File: src/grc_pkg.sv
// Shared constants, types and helpers for the greedy rectangle cover block.
package grc_pkg;

  localparam int MAX_COLUMNS_DEF = 8;
  localparam int MAX_ROWS_DEF    = 8;
  localparam int IDX_W           = 3;
  localparam int DIM_W           = 4;
  localparam int TILE_W          = 8;
  localparam int RESULT_LIMIT    = 32;
  localparam int COUNT_W         = 6;
  localparam int QUEUE_DEPTH     = 2;

  localparam logic [DIM_W-1:0] DIM_RESET = 4'd8;

  // Register indexes on the configuration port.
  localparam logic REG_COLUMNS = 1'b0;
  localparam logic REG_ROWS    = 1'b1;

  typedef struct packed {
    logic             rect_found;
    logic [IDX_W-1:0] start_column;
    logic [IDX_W-1:0] start_row;
    logic [IDX_W-1:0] end_column;
    logic [IDX_W-1:0] end_row;
    logic             final_rect;
  } rect_t;

  typedef struct packed {
    logic full;
    logic empty;
  } queue_status_t;

  typedef struct packed {
    logic             restart;
    logic [DIM_W-1:0] columns;
    logic [DIM_W-1:0] rows;
  } load_cfg_t;

  // A dimension of zero acts as one, any value above the maximum acts as the maximum.
  function automatic logic [DIM_W-1:0] clamp_dim(input logic [DIM_W-1:0] v,
                                                 input logic [DIM_W-1:0] maxv);
    logic [DIM_W-1:0] r;
    r = v;
    if (v == '0) begin
      r = DIM_W'(1);
    end else if (v > maxv) begin
      r = maxv;
    end
    return r;
  endfunction

endpackage

File: src/grc_if.sv
// Handshake interfaces for the tile input channel and the rectangle result channel.
interface grc_tile_if;
  import grc_pkg::*;
  logic              valid;
  logic              ready;
  logic [TILE_W-1:0] tile_value;
  modport source (output valid, output tile_value, input ready);
  modport sink (input valid, input tile_value, output ready);
endinterface

interface grc_rect_if;
  import grc_pkg::*;
  logic             valid;
  logic             ready;
  logic             rect_found;
  logic [IDX_W-1:0] start_column;
  logic [IDX_W-1:0] start_row;
  logic [IDX_W-1:0] end_column;
  logic [IDX_W-1:0] end_row;
  logic             final_rect;
  modport source (output valid, output rect_found, output start_column, output start_row,
                  output end_column, output end_row, output final_rect, input ready);
  modport sink (input valid, input rect_found, input start_column, input start_row,
                input end_column, input end_row, input final_rect, output ready);
endinterface

File: src/grc_ram.sv
// Generic single-write, single-read RAM with registered read data.
module grc_ram #(
  parameter int WIDTH = 8,
  parameter int DEPTH = 8,
  localparam int AW = (DEPTH > 1) ? $clog2(DEPTH) : 1
) (
  input  logic             clk,
  input  logic             we,
  input  logic [AW-1:0]    waddr,
  input  logic [WIDTH-1:0] wdata,
  input  logic [AW-1:0]    raddr,
  output logic [WIDTH-1:0] rdata
);

  logic [WIDTH-1:0] mem [DEPTH];

  always_ff @(posedge clk) begin
    if (we) begin
      mem[waddr] <= wdata;
    end
    rdata <= mem[raddr];
  end

endmodule

File: src/grc_queue.sv
// Small FIFO that carries finished grid rows from the loader to the cover engine.
module grc_queue #(
  parameter int WIDTH = 16,
  parameter int DEPTH = grc_pkg::QUEUE_DEPTH,
  localparam int PTR_W = (DEPTH > 1) ? $clog2(DEPTH) : 1,
  localparam int CNT_W = $clog2(DEPTH + 1)
) (
  input  logic                   clk,
  input  logic                   rst,
  input  logic                   push,
  input  logic [WIDTH-1:0]       push_data,
  input  logic                   pop,
  output logic [WIDTH-1:0]       pop_data,
  output grc_pkg::queue_status_t status
);
  import grc_pkg::*;

  logic [WIDTH-1:0] mem [DEPTH];
  logic [PTR_W-1:0] wr_ptr;
  logic [PTR_W-1:0] rd_ptr;
  logic [CNT_W-1:0] fill;

  assign pop_data     = mem[rd_ptr];
  assign status.full  = (fill == CNT_W'(DEPTH));
  assign status.empty = (fill == '0);

  always_ff @(posedge clk) begin
    if (push) begin
      mem[wr_ptr] <= push_data;
    end
  end

  always_ff @(posedge clk) begin
    if (rst) begin
      wr_ptr <= '0;
      rd_ptr <= '0;
      fill   <= '0;
    end else begin
      if (push) begin
        wr_ptr <= (wr_ptr == PTR_W'(DEPTH - 1)) ? '0 : wr_ptr + 1'b1;
      end
      if (pop) begin
        rd_ptr <= (rd_ptr == PTR_W'(DEPTH - 1)) ? '0 : rd_ptr + 1'b1;
      end
      if (push && !pop) begin
        fill <= fill + 1'b1;
      end else if (pop && !push) begin
        fill <= fill - 1'b1;
      end
    end
  end

endmodule

File: src/grc_front.sv
// Loader: takes tiles in row-major order and packs each grid row into one queue entry.
module grc_front #(
  parameter int MAX_COLUMNS = grc_pkg::MAX_COLUMNS_DEF,
  localparam int ENTRY_W = grc_pkg::IDX_W + grc_pkg::DIM_W + 1 + MAX_COLUMNS
) (
  input  logic                        clk,
  input  logic                        rst,
  input  grc_pkg::load_cfg_t          cfg,
  input  logic                        tile_valid,
  output logic                        tile_ready,
  input  logic [grc_pkg::TILE_W-1:0]  tile_value,
  input  grc_pkg::queue_status_t      q_stat,
  output logic                        q_push,
  output logic [ENTRY_W-1:0]          q_entry
);
  import grc_pkg::*;

  logic [IDX_W-1:0]       col;
  logic [IDX_W-1:0]       row;
  logic [MAX_COLUMNS-1:0] acc;
  logic [MAX_COLUMNS-1:0] word_next;
  logic                   accept;
  logic                   row_end;
  logic                   grid_end;

  assign tile_ready = !q_stat.full;
  assign accept     = tile_valid && tile_ready;
  assign word_next  = acc | (MAX_COLUMNS'(|tile_value) << col);
  assign row_end    = (DIM_W'(col) + 1'b1) == cfg.columns;
  assign grid_end   = row_end && ((DIM_W'(row) + 1'b1) == cfg.rows);
  assign q_push     = accept && row_end;
  assign q_entry    = {row, cfg.rows, grid_end, word_next};

  always_ff @(posedge clk) begin
    if (rst || cfg.restart) begin
      col <= '0;
      row <= '0;
      acc <= '0;
    end else if (accept) begin
      if (row_end) begin
        col <= '0;
        acc <= '0;
        row <= grid_end ? '0 : row + 1'b1;
      end else begin
        col <= col + 1'b1;
        acc <= word_next;
      end
    end
  end

endmodule

File: src/grc_back.sv
// Cover engine: stores rows in the grid RAM and peels off rectangles in row-major order.
module grc_back #(
  parameter int MAX_COLUMNS = grc_pkg::MAX_COLUMNS_DEF,
  parameter int MAX_ROWS    = grc_pkg::MAX_ROWS_DEF,
  localparam int ENTRY_W = grc_pkg::IDX_W + grc_pkg::DIM_W + 1 + MAX_COLUMNS
) (
  input  logic                   clk,
  input  logic                   rst,
  input  grc_pkg::queue_status_t q_stat,
  output logic                   q_pop,
  input  logic [ENTRY_W-1:0]     q_entry,
  input  logic                   out_ready,
  output logic                   out_valid,
  output grc_pkg::rect_t         out_rect
);
  import grc_pkg::*;

  localparam int AW = (MAX_ROWS > 1) ? $clog2(MAX_ROWS) : 1;

  localparam logic [2:0] S_IDLE     = 3'd0;
  localparam logic [2:0] S_SCAN_RD  = 3'd1;
  localparam logic [2:0] S_SCAN_CHK = 3'd2;
  localparam logic [2:0] S_DOWN_RD  = 3'd3;
  localparam logic [2:0] S_DOWN_CHK = 3'd4;
  localparam logic [2:0] S_DONE     = 3'd5;
  localparam logic [2:0] S_END      = 3'd6;

  logic [2:0]             state;
  logic [IDX_W-1:0]       scan_row;
  logic [IDX_W-1:0]       sr;
  logic [IDX_W-1:0]       er;
  logic [IDX_W-1:0]       sc;
  logic [IDX_W-1:0]       ec;
  logic [MAX_COLUMNS-1:0] mask;
  logic [DIM_W-1:0]       rows_run;
  logic [COUNT_W-1:0]     count;
  logic [COUNT_W-1:0]     count_inc;
  rect_t                  pend;
  logic                   pend_v;
  logic                   out_free;
  logic [IDX_W-1:0]       er_inc;
  logic                   emit;
  rect_t                  last_rect;

  logic [MAX_COLUMNS-1:0] e_word;
  logic                   e_last;
  logic [DIM_W-1:0]       e_rows;
  logic [IDX_W-1:0]       e_row;

  logic                   ram_we;
  logic [AW-1:0]          ram_waddr;
  logic [MAX_COLUMNS-1:0] ram_wdata;
  logic [AW-1:0]          ram_raddr;
  logic [MAX_COLUMNS-1:0] ram_rdata;

  logic                   f_found;
  logic                   f_run;
  logic [IDX_W-1:0]       f_sc;
  logic [IDX_W-1:0]       f_ec;
  logic [MAX_COLUMNS-1:0] f_mask;
  logic                   row_full;

  assign e_word = q_entry[MAX_COLUMNS-1:0];
  assign e_last = q_entry[MAX_COLUMNS];
  assign e_rows = q_entry[MAX_COLUMNS+DIM_W:MAX_COLUMNS+1];
  assign e_row  = q_entry[ENTRY_W-1 -: IDX_W];

  assign er_inc    = er + 1'b1;
  assign count_inc = count + 1'b1;
  assign out_free  = !out_valid || out_ready;
  assign row_full  = (ram_rdata & mask) == mask;
  assign q_pop     = (state == S_IDLE) && !q_stat.empty;

  // A result goes out when a held rectangle is replaced or when the run closes.
  assign emit = ((state == S_DONE) && pend_v && out_free) || ((state == S_END) && out_free);

  // The closing result: the held rectangle, or the empty-grid marker.
  always_comb begin
    if (pend_v) begin
      last_rect = pend;
    end else begin
      last_rect = '0;
    end
    last_rect.final_rect = 1'b1;
  end

  grc_ram #(
    .WIDTH (MAX_COLUMNS),
    .DEPTH (MAX_ROWS)
  ) u_grid (
    .clk   (clk),
    .we    (ram_we),
    .waddr (ram_waddr),
    .wdata (ram_wdata),
    .raddr (ram_raddr),
    .rdata (ram_rdata)
  );

  // First set bit of the row and the run of set bits that follows it.
  always_comb begin
    f_found = 1'b0;
    f_run   = 1'b0;
    f_sc    = '0;
    f_ec    = '0;
    f_mask  = '0;
    for (int c = 0; c < MAX_COLUMNS; c++) begin
      if (!f_found && ram_rdata[c]) begin
        f_found = 1'b1;
        f_run   = 1'b1;
        f_sc    = IDX_W'(c);
      end else if (f_run && !ram_rdata[c]) begin
        f_run = 1'b0;
      end
      if (f_run) begin
        f_mask[c] = 1'b1;
        f_ec      = IDX_W'(c);
      end
    end
  end

  always_comb begin
    ram_we    = 1'b0;
    ram_waddr = scan_row[AW-1:0];
    ram_wdata = '0;
    ram_raddr = scan_row[AW-1:0];
    unique case (state)
      S_IDLE: begin
        if (!q_stat.empty) begin
          ram_we    = 1'b1;
          ram_waddr = e_row[AW-1:0];
          ram_wdata = e_word;
        end
      end
      S_SCAN_CHK: begin
        if (f_found) begin
          ram_we    = 1'b1;
          ram_wdata = ram_rdata & ~f_mask;
        end
      end
      S_DOWN_RD: begin
        ram_raddr = er_inc[AW-1:0];
      end
      S_DOWN_CHK: begin
        if (row_full) begin
          ram_we    = 1'b1;
          ram_waddr = er_inc[AW-1:0];
          ram_wdata = ram_rdata & ~mask;
        end
      end
      default: begin
      end
    endcase
  end

  always_ff @(posedge clk) begin
    if (rst) begin
      state     <= S_IDLE;
      pend_v    <= 1'b0;
      out_valid <= 1'b0;
      count     <= '0;
    end else begin
      if (emit) begin
        out_valid <= 1'b1;
      end else if (out_ready) begin
        out_valid <= 1'b0;
      end
      unique case (state)
        S_IDLE: begin
          if (!q_stat.empty && e_last) begin
            rows_run <= e_rows;
            scan_row <= '0;
            count    <= '0;
            pend_v   <= 1'b0;
            state    <= S_SCAN_RD;
          end
        end
        S_SCAN_RD: begin
          state <= S_SCAN_CHK;
        end
        S_SCAN_CHK: begin
          if (f_found) begin
            sc    <= f_sc;
            ec    <= f_ec;
            mask  <= f_mask;
            sr    <= scan_row;
            er    <= scan_row;
            state <= ((DIM_W'(scan_row) + 1'b1) < rows_run) ? S_DOWN_RD : S_DONE;
          end else if ((DIM_W'(scan_row) + 1'b1) < rows_run) begin
            scan_row <= scan_row + 1'b1;
            state    <= S_SCAN_RD;
          end else begin
            state <= S_END;
          end
        end
        S_DOWN_RD: begin
          state <= S_DOWN_CHK;
        end
        S_DOWN_CHK: begin
          if (row_full) begin
            er    <= er_inc;
            state <= ((DIM_W'(er_inc) + 1'b1) < rows_run) ? S_DOWN_RD : S_DONE;
          end else begin
            state <= S_DONE;
          end
        end
        S_DONE: begin
          if (!pend_v || out_free) begin
            if (pend_v) begin
              out_rect <= pend;
            end
            pend.rect_found   <= 1'b1;
            pend.start_column <= sc;
            pend.start_row    <= sr;
            pend.end_column   <= ec;
            pend.end_row      <= er;
            pend.final_rect   <= 1'b0;
            pend_v            <= 1'b1;
            count             <= count_inc;
            state <= (count_inc == COUNT_W'(RESULT_LIMIT)) ? S_END : S_SCAN_RD;
          end
        end
        S_END: begin
          if (out_free) begin
            out_rect <= last_rect;
            pend_v   <= 1'b0;
            state    <= S_IDLE;
          end
        end
        default: begin
          state <= S_IDLE;
        end
      endcase
    end
  end

endmodule

File: src/greedy_rectangle_cover.sv
// Top level of the greedy rectangle cover block: configuration port, loader and cover engine.
//
//   Channel   Direction  Handshake           Payload
//   tiles     in         valid / ready       tile_value, one cell in row-major order
//   rects     out        valid / ready       rect_found, start/end column and row, final_rect
//   config    in         APB psel / penable  grid_columns at 0x0, grid_rows at 0x4
//
// Tiles load one per cycle while the row queue has room; each finished row goes into the
// queue, so the loader only stalls when the cover engine falls two rows behind.
// The cover engine takes a read state and a check state for each row it scans (grid RAM
// registered read) and for each row a rectangle grows down, S_DONE to commit each
// rectangle and S_END to send the closing result, plus any output stall.
// Reset is synchronous and needs no clearing pass; the grid RAM is only read after a
// whole grid has been loaded into it.
// A stalled result request holds the engine; the loader keeps filling the queue meanwhile.
module greedy_rectangle_cover #(
  parameter int MAX_COLUMNS = grc_pkg::MAX_COLUMNS_DEF,
  parameter int MAX_ROWS    = grc_pkg::MAX_ROWS_DEF
) (
  input  logic              clk,
  input  logic              rst,
  input  logic              psel,
  input  logic              penable,
  input  logic              pwrite,
  input  logic [2:0]        paddr,
  input  logic [31:0]       pwdata,
  output logic [31:0]       prdata,
  output logic              pready,
  grc_tile_if.sink          tiles,
  grc_rect_if.source        rects
);
  import grc_pkg::*;

  localparam int ENTRY_W = IDX_W + DIM_W + 1 + MAX_COLUMNS;

  logic [DIM_W-1:0] grid_columns;
  logic [DIM_W-1:0] grid_rows;
  logic             cfg_write;
  load_cfg_t        load_cfg;
  queue_status_t    q_stat;
  logic             q_push;
  logic             q_pop;
  logic [ENTRY_W-1:0] q_push_entry;
  logic [ENTRY_W-1:0] q_pop_entry;
  rect_t            out_rect;

  // Registers are decoded on the word address only; any write restarts the grid load.
  assign pready    = 1'b1;
  assign cfg_write = psel && penable && pwrite && pready;
  assign prdata    = (paddr[2] == REG_ROWS) ? 32'(grid_rows) : 32'(grid_columns);

  always_ff @(posedge clk) begin
    if (rst) begin
      grid_columns <= DIM_RESET;
      grid_rows    <= DIM_RESET;
    end else if (cfg_write) begin
      if (paddr[2] == REG_COLUMNS) begin
        grid_columns <= pwdata[DIM_W-1:0];
      end else begin
        grid_rows <= pwdata[DIM_W-1:0];
      end
    end
  end

  assign load_cfg.restart = cfg_write;
  assign load_cfg.columns = clamp_dim(grid_columns, DIM_W'(MAX_COLUMNS));
  assign load_cfg.rows    = clamp_dim(grid_rows, DIM_W'(MAX_ROWS));

  grc_front #(
    .MAX_COLUMNS (MAX_COLUMNS)
  ) u_front (
    .clk        (clk),
    .rst        (rst),
    .cfg        (load_cfg),
    .tile_valid (tiles.valid),
    .tile_ready (tiles.ready),
    .tile_value (tiles.tile_value),
    .q_stat     (q_stat),
    .q_push     (q_push),
    .q_entry    (q_push_entry)
  );

  grc_queue #(
    .WIDTH (ENTRY_W),
    .DEPTH (QUEUE_DEPTH)
  ) u_queue (
    .clk       (clk),
    .rst       (rst),
    .push      (q_push),
    .push_data (q_push_entry),
    .pop       (q_pop),
    .pop_data  (q_pop_entry),
    .status    (q_stat)
  );

  grc_back #(
    .MAX_COLUMNS (MAX_COLUMNS),
    .MAX_ROWS    (MAX_ROWS)
  ) u_back (
    .clk       (clk),
    .rst       (rst),
    .q_stat    (q_stat),
    .q_pop     (q_pop),
    .q_entry   (q_pop_entry),
    .out_ready (rects.ready),
    .out_valid (rects.valid),
    .out_rect  (out_rect)
  );

  assign rects.rect_found   = out_rect.rect_found;
  assign rects.start_column = out_rect.start_column;
  assign rects.start_row    = out_rect.start_row;
  assign rects.end_column   = out_rect.end_column;
  assign rects.end_row      = out_rect.end_row;
  assign rects.final_rect   = out_rect.final_rect;

  // The loader never pushes a row into a full queue.
  a_no_push_full: assert property (@(posedge clk) disable iff (rst)
    q_push |-> !q_stat.full)
    else $error("row pushed into a full queue");

  // The empty-grid result is always the last one of its run.
  a_empty_final: assert property (@(posedge clk) disable iff (rst)
    (rects.valid && !rects.rect_found) |-> rects.final_rect)
    else $error("empty-grid result not marked final");

  // A rectangle never ends before it starts.
  a_rect_order: assert property (@(posedge clk) disable iff (rst)
    (rects.valid && rects.rect_found) |->
      (rects.start_column <= rects.end_column) && (rects.start_row <= rects.end_row))
    else $error("rectangle corners out of order");

  // Reset drops any pending result request.
  a_reset_idle: assert property (@(posedge clk)
    rst |=> !rects.valid)
    else $error("result valid right after reset");

endmodule
File: src/flat_wrapper.sv
// flat-port wrapper written by rule: the top's interface ports become plain ports
module greedy_rectangle_cover_flat import grc_pkg::*;
#(
  parameter int MAX_COLUMNS = grc_pkg::MAX_COLUMNS_DEF,
  parameter int MAX_ROWS    = grc_pkg::MAX_ROWS_DEF
)
  (clk, rst, psel, penable, pwrite, paddr, pwdata, prdata, pready, tiles_valid, tiles_tile_value, tiles_ready, rects_valid, rects_rect_found, rects_start_column, rects_start_row, rects_end_column, rects_end_row, rects_final_rect, rects_ready);
  grc_tile_if tiles_i ();
  grc_rect_if rects_i ();
  input  logic clk;
  input  logic rst;
  input  logic psel;
  input  logic penable;
  input  logic pwrite;
  input  logic [2:0] paddr;
  input  logic [31:0] pwdata;
  output logic [31:0] prdata;
  output logic pready;
  input wire logic [$bits(tiles_i.valid)-1:0] tiles_valid;
  input wire logic [$bits(tiles_i.tile_value)-1:0] tiles_tile_value;
  output wire logic [$bits(tiles_i.ready)-1:0] tiles_ready;
  output wire logic [$bits(rects_i.valid)-1:0] rects_valid;
  output wire logic [$bits(rects_i.rect_found)-1:0] rects_rect_found;
  output wire logic [$bits(rects_i.start_column)-1:0] rects_start_column;
  output wire logic [$bits(rects_i.start_row)-1:0] rects_start_row;
  output wire logic [$bits(rects_i.end_column)-1:0] rects_end_column;
  output wire logic [$bits(rects_i.end_row)-1:0] rects_end_row;
  output wire logic [$bits(rects_i.final_rect)-1:0] rects_final_rect;
  input wire logic [$bits(rects_i.ready)-1:0] rects_ready;
  assign tiles_i.valid = tiles_valid;
  assign tiles_i.tile_value = tiles_tile_value;
  assign tiles_ready = tiles_i.ready;
  assign rects_valid = rects_i.valid;
  assign rects_rect_found = rects_i.rect_found;
  assign rects_start_column = rects_i.start_column;
  assign rects_start_row = rects_i.start_row;
  assign rects_end_column = rects_i.end_column;
  assign rects_end_row = rects_i.end_row;
  assign rects_final_rect = rects_i.final_rect;
  assign rects_i.ready = rects_ready;
  greedy_rectangle_cover #(.MAX_COLUMNS(MAX_COLUMNS), .MAX_ROWS(MAX_ROWS)) u_core (.clk(clk), .rst(rst), .psel(psel), .penable(penable), .pwrite(pwrite), .paddr(paddr), .pwdata(pwdata), .prdata(prdata), .pready(pready), .tiles(tiles_i), .rects(rects_i));
endmodule
File: config.mk
export PLATFORM = sky130hd
export DESIGN_NAME = greedy_rectangle_cover_flat
export DESIGN_NICKNAME = d
export VERILOG_FILES = /design/src/grc_pkg.sv /design/src/grc_if.sv /design/src/grc_ram.sv /design/src/grc_queue.sv /design/src/grc_front.sv /design/src/grc_back.sv /design/src/greedy_rectangle_cover.sv /design/src/flat_wrapper.sv
export SDC_FILE = /design/constraint.sdc
export NUM_CORES = 1
export LEC_CHECK = 0
export BUFFER_PORTS_ARGS = -buffer_cell sky130_fd_sc_hd__buf_4
export CAP_MARGIN = 25
export CORE_UTILIZATION = 53
export CTS_CLUSTER_DIAMETER = 80
export CTS_CLUSTER_SIZE = 25
export DETAILED_ROUTE_END_ITERATION = 7
export PLACE_DENSITY_LB_ADDON = 0.25
export SETUP_SLACK_MARGIN = 0.02
export SYNTH_ARGS = -nofsm -noshare
export SYNTH_HDL_FRONTEND = slang
export SYNTH_HIERARCHICAL = 1
export SYNTH_SLANG_ARGS = --single-unit
File: constraint.sdc
create_clock -name clk -period 2.8 [get_ports clk]
set_clock_uncertainty 0.1 [all_clocks]
set_input_delay 0.7 -clock clk [delete_from_list [all_inputs] [get_ports clk]]
set_output_delay 0.7 -clock clk [all_outputs]
set_load 0.005 [all_outputs]
==> summary.txt, run 1 <==
Logic synthesis
  – Synth warnings: 6
  – Syn Inst Count: 679
  – Area of the mapped netlist: 8911 um2
  – Simple logic cell fraction of the synthesized area: 12.01%
  – Adder-cell share of the synthesized area: 1.966%
  – Ys async rst share: 0%
  – Synthesis-stage register bit count: 195
  – Mean Syn Cell Area: 13.12 um2
  – Post-synthesis xor/xnor area fraction: 1.573%
  – EDFF count, synth: ~150
  – Post-synth cell types: 77
  – Post-synthesis mux area share: 9.464%
  – Primary FF master, synth: edfxtp_1
  – Combinational family with the most area after synthesis: simple AND/OR/NAND/NOR gates
  – Compound-gate portion of the synthesized area: under 10%
  – Register area share after synthesis: 60.54%

Worst setup path
  – Kind of critical path: reg2reg
  – CP delay by family, top: simple AND/OR/NAND/NOR gates
  – Reg-to-reg critical path startpoint: u_core/u_back/scan_row[0]
  – Worst Reg2Reg Path Length in Cells: 8
  – Critical path depth in cells: 8
  – Crit path DAT: 2720 ps
  – CP max FO: 3
  – Critical path capture point type: flop
  – Critical path origin: u_core/u_back/scan_row[0]
  – Worst-path cell chain: ha_2 -> xor2_2 -> ha_1 -> nand3_1 -> a21oi_1 -> or3_1 -> mux2_2 -> nor4b_2
  – R2R Setup Slk: 80 ps
  – Slowest library cell on the worst path: edfxtp_1
  – Worst setup SP type: flop
  – Buf/Inv on CP: 0
  – Reg-to-reg endpoint: u_core/u_back/scan_row[0]
  – Max incr delay on CP: a little over 400 ps
  – Critical Path RT: 2800 ps

Pwr
  – PwrDens: 703.5 nW/um2
  – Peak supply drop: 0.5435 mV
  – LEAKAGE: 3.957 nW
  – Total chip power: 7.284 mW

Floorplan
  – Core area: 16,520 um2
  – Initial Util: 53.93%
  – DIE WIDTH: 131.7 um
  – Ports: 99
  – Rows: 47
  – Die H: about 130 um
  – Die ar.: 17,340 um2

Clock tree
  – Clk pin slew, worst setup/hold paths: 70 ps
  – Clk_lat worst skew: 440 ps
  – Cts bufs inserted: 17
  – TritonCTS clock tree: done
  – Clock tree sinks: 195
  – Clock root buffer master: clkbuf_16
  – Clk buf depth: 2
  – H-tree Lvls: 4

Finish
  – Area Growth Syn to Fin: 16.20%
  – Share of cells above drive strength 1: between 20% and 30%
  – Diode count: 0
  – Fin nets: between 800 and 900

Detailed routing
  – Vias/cell: 5.625
  – Iter 0 DRT Violations: 346
  – Initial DRT Pass Iterations: 5
  – Via Count: 5,614
  – Post-route ant nets: 0
  – DRC violations left: 0
  – DR WL/cell: 17.50 um
  – Routed WL: 17.47 mm

Timing
  – Final Max Tran Viols: 0
  – Max frequency: 368.0 MHz
  – Final setup vio count: 0
  – Slew margin rel.: 45.50%
  – Unrepaired setup endpoints after global routing: true
  – Period Utilization, post-route: 97.04%
  – Minimum clock period: between 2000 and 3000 ps
  – WHS: roughly 320 ps
  – Final Hold Fails: 0
  – Slew @ Worst Pin: about 820 ps

Min path
  – Min-delay src: u_core/u_back/ec[0]
  – Hold WC Path Type: reg2reg
  – Hold Crit Depth: 0
  – Hold Path End: u_core/u_back/pend[4]

Global route
  – Grt ovf: 0
  – Vias in the first global route: ~5,600
  – GR Layer Usage met3: 4.282%
  – GRT Overall Usage: 21.29%
  – Busiest layer in global routing: met2
  – Largest net degree at the start of global routing: 21
  – Initial antenna violation count: 0
  – Global-route wire length before repair: approximately 28 mm
  – Met2 Use GR: 35.45%
  – GR Util met1: 26.99%

Run status
  – Status: finished, final reports clean

Placed design
  – PortBufs: 39
  – DP HPWL: 12.22 mm
  – GPL Wtd Cong: between 0.8 and 0.9

Run
  – Max_cap viols: 0
## stage by stage
| stage | setup slack (ps) | TNS, ps | std cells | instance area (um2) | util (%) |
|---|---|---|---|---|---|
| 2_1_floorplan | -55.25 | -507.0 | 706 | 9024 | - |
| 3_3_place_gp | -43.05 | -341.9 | 966 | 9669 | 58.51 |
| 3_5_place_dp | -63.10 | -500.6 | 966 | 9669 | 58.51 |
| 4_1_cts | 38.17 | 0 | 998 | 10280 | 62.19 |
| 5_1_grt | -7.508 | -7.508 | 998 | 10350 | 62.66 |
| 6_report | 82.80 | 0 | 998 | 10350 | 62.66 |
## area by class of cell
type / count / area (um2)
tap: 220 / 275.3
fill: 1249 / 6170
clock buffer: 18 / 429.2
inverter: 22 / 82.58
multi-input combinational: 426 / 3196
sequential: 195 / 5395
clock inverter: 14 / 176.4
timing repair buffer: 103 / 800.8
## placed cells by master (no fill, tap or decap), types with 15 or more instances in the layout
cell type / Yosys / layout
edfxtp_1: 149 / 149
buf_4: 36 / 98
dfxtp_1: 46 / 46
nor2_1: 48 / 44
nand2_1: 32 / 31
mux2_2: 29 / 29
conb_1: 2 / 29
o21ai_0: 28 / 27
nor2b_1: 26 / 26
a21oi_1: 23 / 22
nand2b_1: 21 / 21
inv_1: 21 / 21
clkbuf_16: 0 / 17
mux4_1: 15 / 15
## sequential cells by signal, indices dropped and copies added (netlist names), 4 cells and up, named ones only
name / count
u_core/grid_columns: 4
u_core/grid_rows: 4
u_core/u_back/count: 6
u_core/u_back/mask: 8
u_core/u_back/out_rect: 14
u_core/u_back/pend: 12
u_core/u_back/rows_run: 4
u_core/u_back/u_grid/mem: 64
u_core/u_back/u_grid/rdata: 8
u_core/u_front/acc: 8
u_core/u_queue/mem: 32
## cell families (layout without fill, tap and decap cells)
logic type      count (synthesis)  in the layout
simple gates                  200            200
flops                         195            195
compound gates                112            112
buf+inv                        85            157
mux                            55             55
xor+xnor                       16             16
fa+ha+maj                      14             14
other cells                     2             29
## cell usage after synthesis, types with 9 or more instances
| cell type | instances | area, um2 |
|---|---|---|
| a21oi_1 | 23 | 115.1 |
| buf_4 | 36 | 270.3 |
| clkbuf_1 | 13 | 48.80 |
| dfxtp_1 | 46 | 920.9 |
| edfxtp_1 | 149 | 4474 |
| ha_1 | 14 | 175.2 |
| inv_1 | 21 | 78.83 |
| mux2_2 | 29 | 326.6 |
| mux2i_1 | 10 | 100.1 |
| mux4_1 | 15 | 394.1 |
| nand2_1 | 32 | 120.1 |
| nand2b_1 | 21 | 131.4 |
| nand3_1 | 13 | 65.06 |
| nor2_1 | 48 | 180.2 |
| nor2b_1 | 26 | 162.7 |
| nor3_1 | 13 | 65.06 |
| o21ai_0 | 28 | 140.1 |
| xor2_1 | 9 | 78.83 |
## worst max path at each step
stage	to	slack (ps)
global route	u_core/u_back/state[1]	-8
CTS	u_core/u_back/u_grid/mem[5][3]	40
detailed placement	u_core/u_back/u_grid/mem[6][5]	-60
floorplan	u_core/u_back/u_grid/mem[4][0]	-60
finish	u_core/u_back/scan_row[0]	80
global placement	u_core/u_back/u_grid/mem[6][2]	-40
## timing repair
action / 4_1_cts / 5_1_grt
gates resized for setup: 1 / 17
setup buffers: 0 / 0
hold buffers: 0 / 0
endpoints found under the setup margin: 8 / 61
pin swaps: 0 / 7
## per-layer routing
metal | share of wire [%] | up-vias | routed length (um)
met5 | 0 | - | 0
met4 | 2.8 | 0 | 487
met3 | 4.4 | 39 | 767
met2 | 50 | 194 | 8738
met1 | 43 | 2728 | 7476
li1 | - | 2653 | -
## worst register-to-register path, cell delays in order, from the launching register on
cell and delay, ps:
edfxtp_1 410, ha_2 220, xor2_2 150, ha_1 320, nand3_1 90, a21oi_1 60
or3_1 380, mux2_2 290, nor4b_2 370
## report_power, final
| part | internal, mW | switching (mW) | total (mW) |
|---|---|---|---|
| clock | 1.42 | 1.07 | 2.49 |
| sequential | 3.43 | 0.0866 | 3.51 |
| combinational | 0.553 | 0.732 | 1.28 |
Power figures use the tool's default switching activity.
==> inputs of run 2 (changes only) <==
Settings changed: CORE_MARGIN from default to 4.
==> run 2 against run 1 <==
  * Flip-flop and latch count did not move
  * Die area up 9.3%
  * Critical path type unchanged
  * Cell count increased by 0.10%
  * Count of clock-buffer cells in the layout up 1
  * Critical endpoint is now u_core/u_back/u_grid/mem[1][2]
==> summary.txt, run 2 (synthesized netlist as in run 1, its figures left out) <==
Worst setup path
  – Reg-to-reg endpoint: u_core/u_back/u_grid/mem[1][2] (was u_core/u_back/scan_row[0])
  – CP max FO: 8 (was 3)
  – Worst setup SP type: flop (unchanged)
  – Critical path capture point type: flop (unchanged)
  – Critical path origin: u_core/u_back/mask[6] (was u_core/u_back/scan_row[0])
  – Most common cell on crit path: buf_6
  – Slowest library cell on the worst path: or4_4 (was edfxtp_1)
  – Crit path capture: u_core/u_back/u_grid/mem[1][2] (was u_core/u_back/scan_row[0])
  – Max incr delay on CP: 500 ps (was 410 ps)
  – Worst Reg2Reg Path Length in Cells: 10 (was 8)
  – Worst-path cell chain: nand2b_1 -> o2111ai_2 -> or4_4 -> buf_6 -> o41ai_4 -> a31o_1 -> buf_6 -> nand2b_1 -> nor2_1 -> buf_6 (was ha_2 -> xor2_2 -> ha_1 -> nand3_1 -> a21oi_1 -> or3_1 -> mux2_2 -> nor4b_2)
  – Critical Path RT: 2850 ps (was 2800 ps)
  – Crit path DAT: 2770 ps (was 2720 ps)
  – Kind of critical path: reg2reg (unchanged)
  – R2R Setup Slk: 80 ps (about the same)
  – Reg-to-reg critical path startpoint: u_core/u_back/mask[6] (was u_core/u_back/scan_row[0])

Finish
  – Diode count: 0 (unchanged)
  – Share of cells above drive strength 1: 25.67% (was 25.45%)
  – Core Util, Final: 63.02% (was 62.66%)
  – Most flop-heavy register: u_core/u_back/u_grid/mem (unchanged)
  – Fin nets: 830 (was 829)
  – Max reg flops: 64 (unchanged)
  – Commonest non-fill, non-tap cell in the layout: edfxtp_1 (unchanged)
  – Finished Cell Area: 10,410 um2 (was 10,350 um2)
  – Most frequent cells in the layout: edfxtp_1 (149), buf_4 (98), nor2_1 (46), dfxtp_1 (46), nand2_1 (31) (was edfxtp_1 (149), buf_4 (98), dfxtp_1 (46), nor2_1 (44), nand2_1 (31))
  – Area Growth Syn to Fin: 16.86% (was 16.20%)
  – Largest regs: u_core/u_back/u_grid/mem (64), u_core/u_queue/mem (32), u_core/u_back/out_rect (14) (unchanged)
  – Fill count: 1,246 (was 1,249)
  – Post-route insts no fill: 999 (was 998)

Detailed routing
  – DR WL/cell: 18.06 um (was 17.50 um)
  – DRC violations left: 0 (unchanged)
  – Post-route ant nets: 0 (unchanged)
  – Initial DRT Pass Iterations: 5 (unchanged)
  – Vias/cell: 5.641 (was 5.625)
  – Iter 0 DRT Violations: 465 (was 346)
  – Via Count: 5,635 (was 5,614)
  – Routed WL: 18.04 mm (was 17.47 mm)

Timing
  – Final setup vio count: 0 (unchanged)
  – Final Max Tran Viols: 0 (unchanged)
  – Period Utilization, post-route: 97.29% (was 97.04%)
  – Slew @ Worst Pin: 837.9 ps (was 815.9 ps)
  – WHS: 321.4 ps (was 317.7 ps)
  – Unrepaired setup endpoints after global routing: false (was true)
  – Minimum clock period: 2724 ps (was 2717 ps)
  – Final Hold Fails: 0 (unchanged)
  – Max frequency: 367.1 MHz (was 368.0 MHz)
  – Slew margin rel.: 44.02% (was 45.50%)

Pwr
  – Total chip power: 7.376 mW (was 7.284 mW)
  – PwrDens: 708.3 nW/um2 (was 703.5 nW/um2)
  – Peak supply drop: 0.4906 mV (was 0.5435 mV)
  – LEAKAGE: 3.996 nW (was 3.957 nW)

Global route
  – Grt ovf: 0 (unchanged)
  – Largest net degree at the start of global routing: 21 (unchanged)
  – Vias in the first global route: 5,625 (was 5,567)
  – Global-route wire length before repair: 28.57 mm (was 28.39 mm)
  – Initial antenna violation count: 0 (unchanged)
  – GRT Overall Usage: 19.92% (was 21.29%)

Floorplan
  – Rows: 47 (unchanged)
  – Core area: 16,520 um2 (unchanged)
  – DIE WIDTH: 137.7 um (was 131.7 um)
  – Initial Util: 53.93% (unchanged)
  – Die ar.: 18,950 um2 (was 17,340 um2)
  – Die H: 137.7 um (was 131.7 um)
  – Ports: 99 (unchanged)

Clock tree
  – H-tree Lvls: 4 (unchanged)
  – TritonCTS clock tree: done (unchanged)
  – Hold Buf Count CTS: 0 (unchanged)
  – Clk buf depth: 2 (unchanged)
  – Clock tree sinks: 195 (unchanged)
  – Clk pin slew, worst setup/hold paths: 70 ps (about the same)
  – Clk_lat worst skew: 440 ps (about the same)
  – Clock root buffer master: clkbuf_16 (unchanged)
  – Cts bufs inserted: 17 (unchanged)

Placed design
  – DP Area: 9662 um2 (was 9669 um2)
  – GPL Wtd Cong: 0.8513 (was 0.8351)
  – PortBufs: 39 (unchanged)
  – DP HPWL: 12.36 mm (was 12.22 mm)
  – Placed Cells: 965 (was 966)

Run status
  – Status: finished, final reports clean (unchanged)

Run
  – Max_cap viols: 0 (unchanged)

Min path
  – Hold WC Path Type: reg2reg (unchanged)
==> run 2: cell type report <==
cell class / instances / area (um2) / area share [%]
tap: 220 / 275.3 / 2.643
timing repair buffer: 104 / 812.0 / 7.798
sequential: 195 / 5395 / 51.81
multi-input combinational: 426 / 3217 / 30.89
clock inverter: 13 / 188.9 / 1.814
clock buffer: 19 / 442.9 / 4.253
inverter: 22 / 82.58 / 0.7930
==> run 2: report_power, final <==
group	switching [mW]	total, mW	internal, mW
sequential	0.0873	3.51	3.43
clock	1.10	2.57	1.47
combinational	0.740	1.29	0.555
==> run 2: what timing repair did <==
item | CTS | global route
pin swaps | 0 | 5
setup buffers | 0 | 3
endpoints found under the hold margin | 0 | 0
setup endpoints to repair | 40 | 45
gates resized for setup | 2 | 18
==> run 2: critical path: cells and delay by family, from the launching register on <==
| family | cells | cell delay, ps |
|---|---|---|
| and+or+nand+nor | 4 | 870 |
| AOI/OAI and AO/OA | 3 | 570 |
| buffers and inverters | 3 | 460 |
| DFF | 1 | 430 |
==> run 2: worst min-delay path by stage <==
| stage | start | end | depth (start not counted) |
|---|---|---|---|
| 3_5_place_dp | u_core/u_back/sr[2] | u_core/u_back/pend[9] | 0 |
| 6_report | u_core/u_back/sr[2] | u_core/u_back/pend[9] | 0 |
| 2_1_floorplan | u_core/u_back/sc[0] | u_core/u_back/pend[10] | 0 |
| 4_1_cts | u_core/u_back/sr[2] | u_core/u_back/pend[9] | 0 |
| 3_3_place_gp | u_core/u_back/ec[2] | u_core/u_back/pend[6] | 0 |
| 5_1_grt | u_core/u_back/sr[2] | u_core/u_back/pend[9] | 0 |
==> run 2: stage by stage <==
stage	setup TNS [ps]	setup slack [ps]
2_1_floorplan	-507.0	-55.25
3_3_place_gp	-569.8	-71.64
3_5_place_dp	-1046	-109.0
4_1_cts	0	38.23
5_1_grt	0	4.481
6_report	0	75.91
==> run 2: routing by layer <==
layer | vias to the layer above | track usage, % | wire length, um
met4 | 0 | 8.481 | 496
met5 | - | 0 | 0
met1 | 2779 | 25.75 | 7853
met3 | 35 | 4.346 | 821
li1 | 2652 | - | -
met2 | 169 | 32.54 | 8869
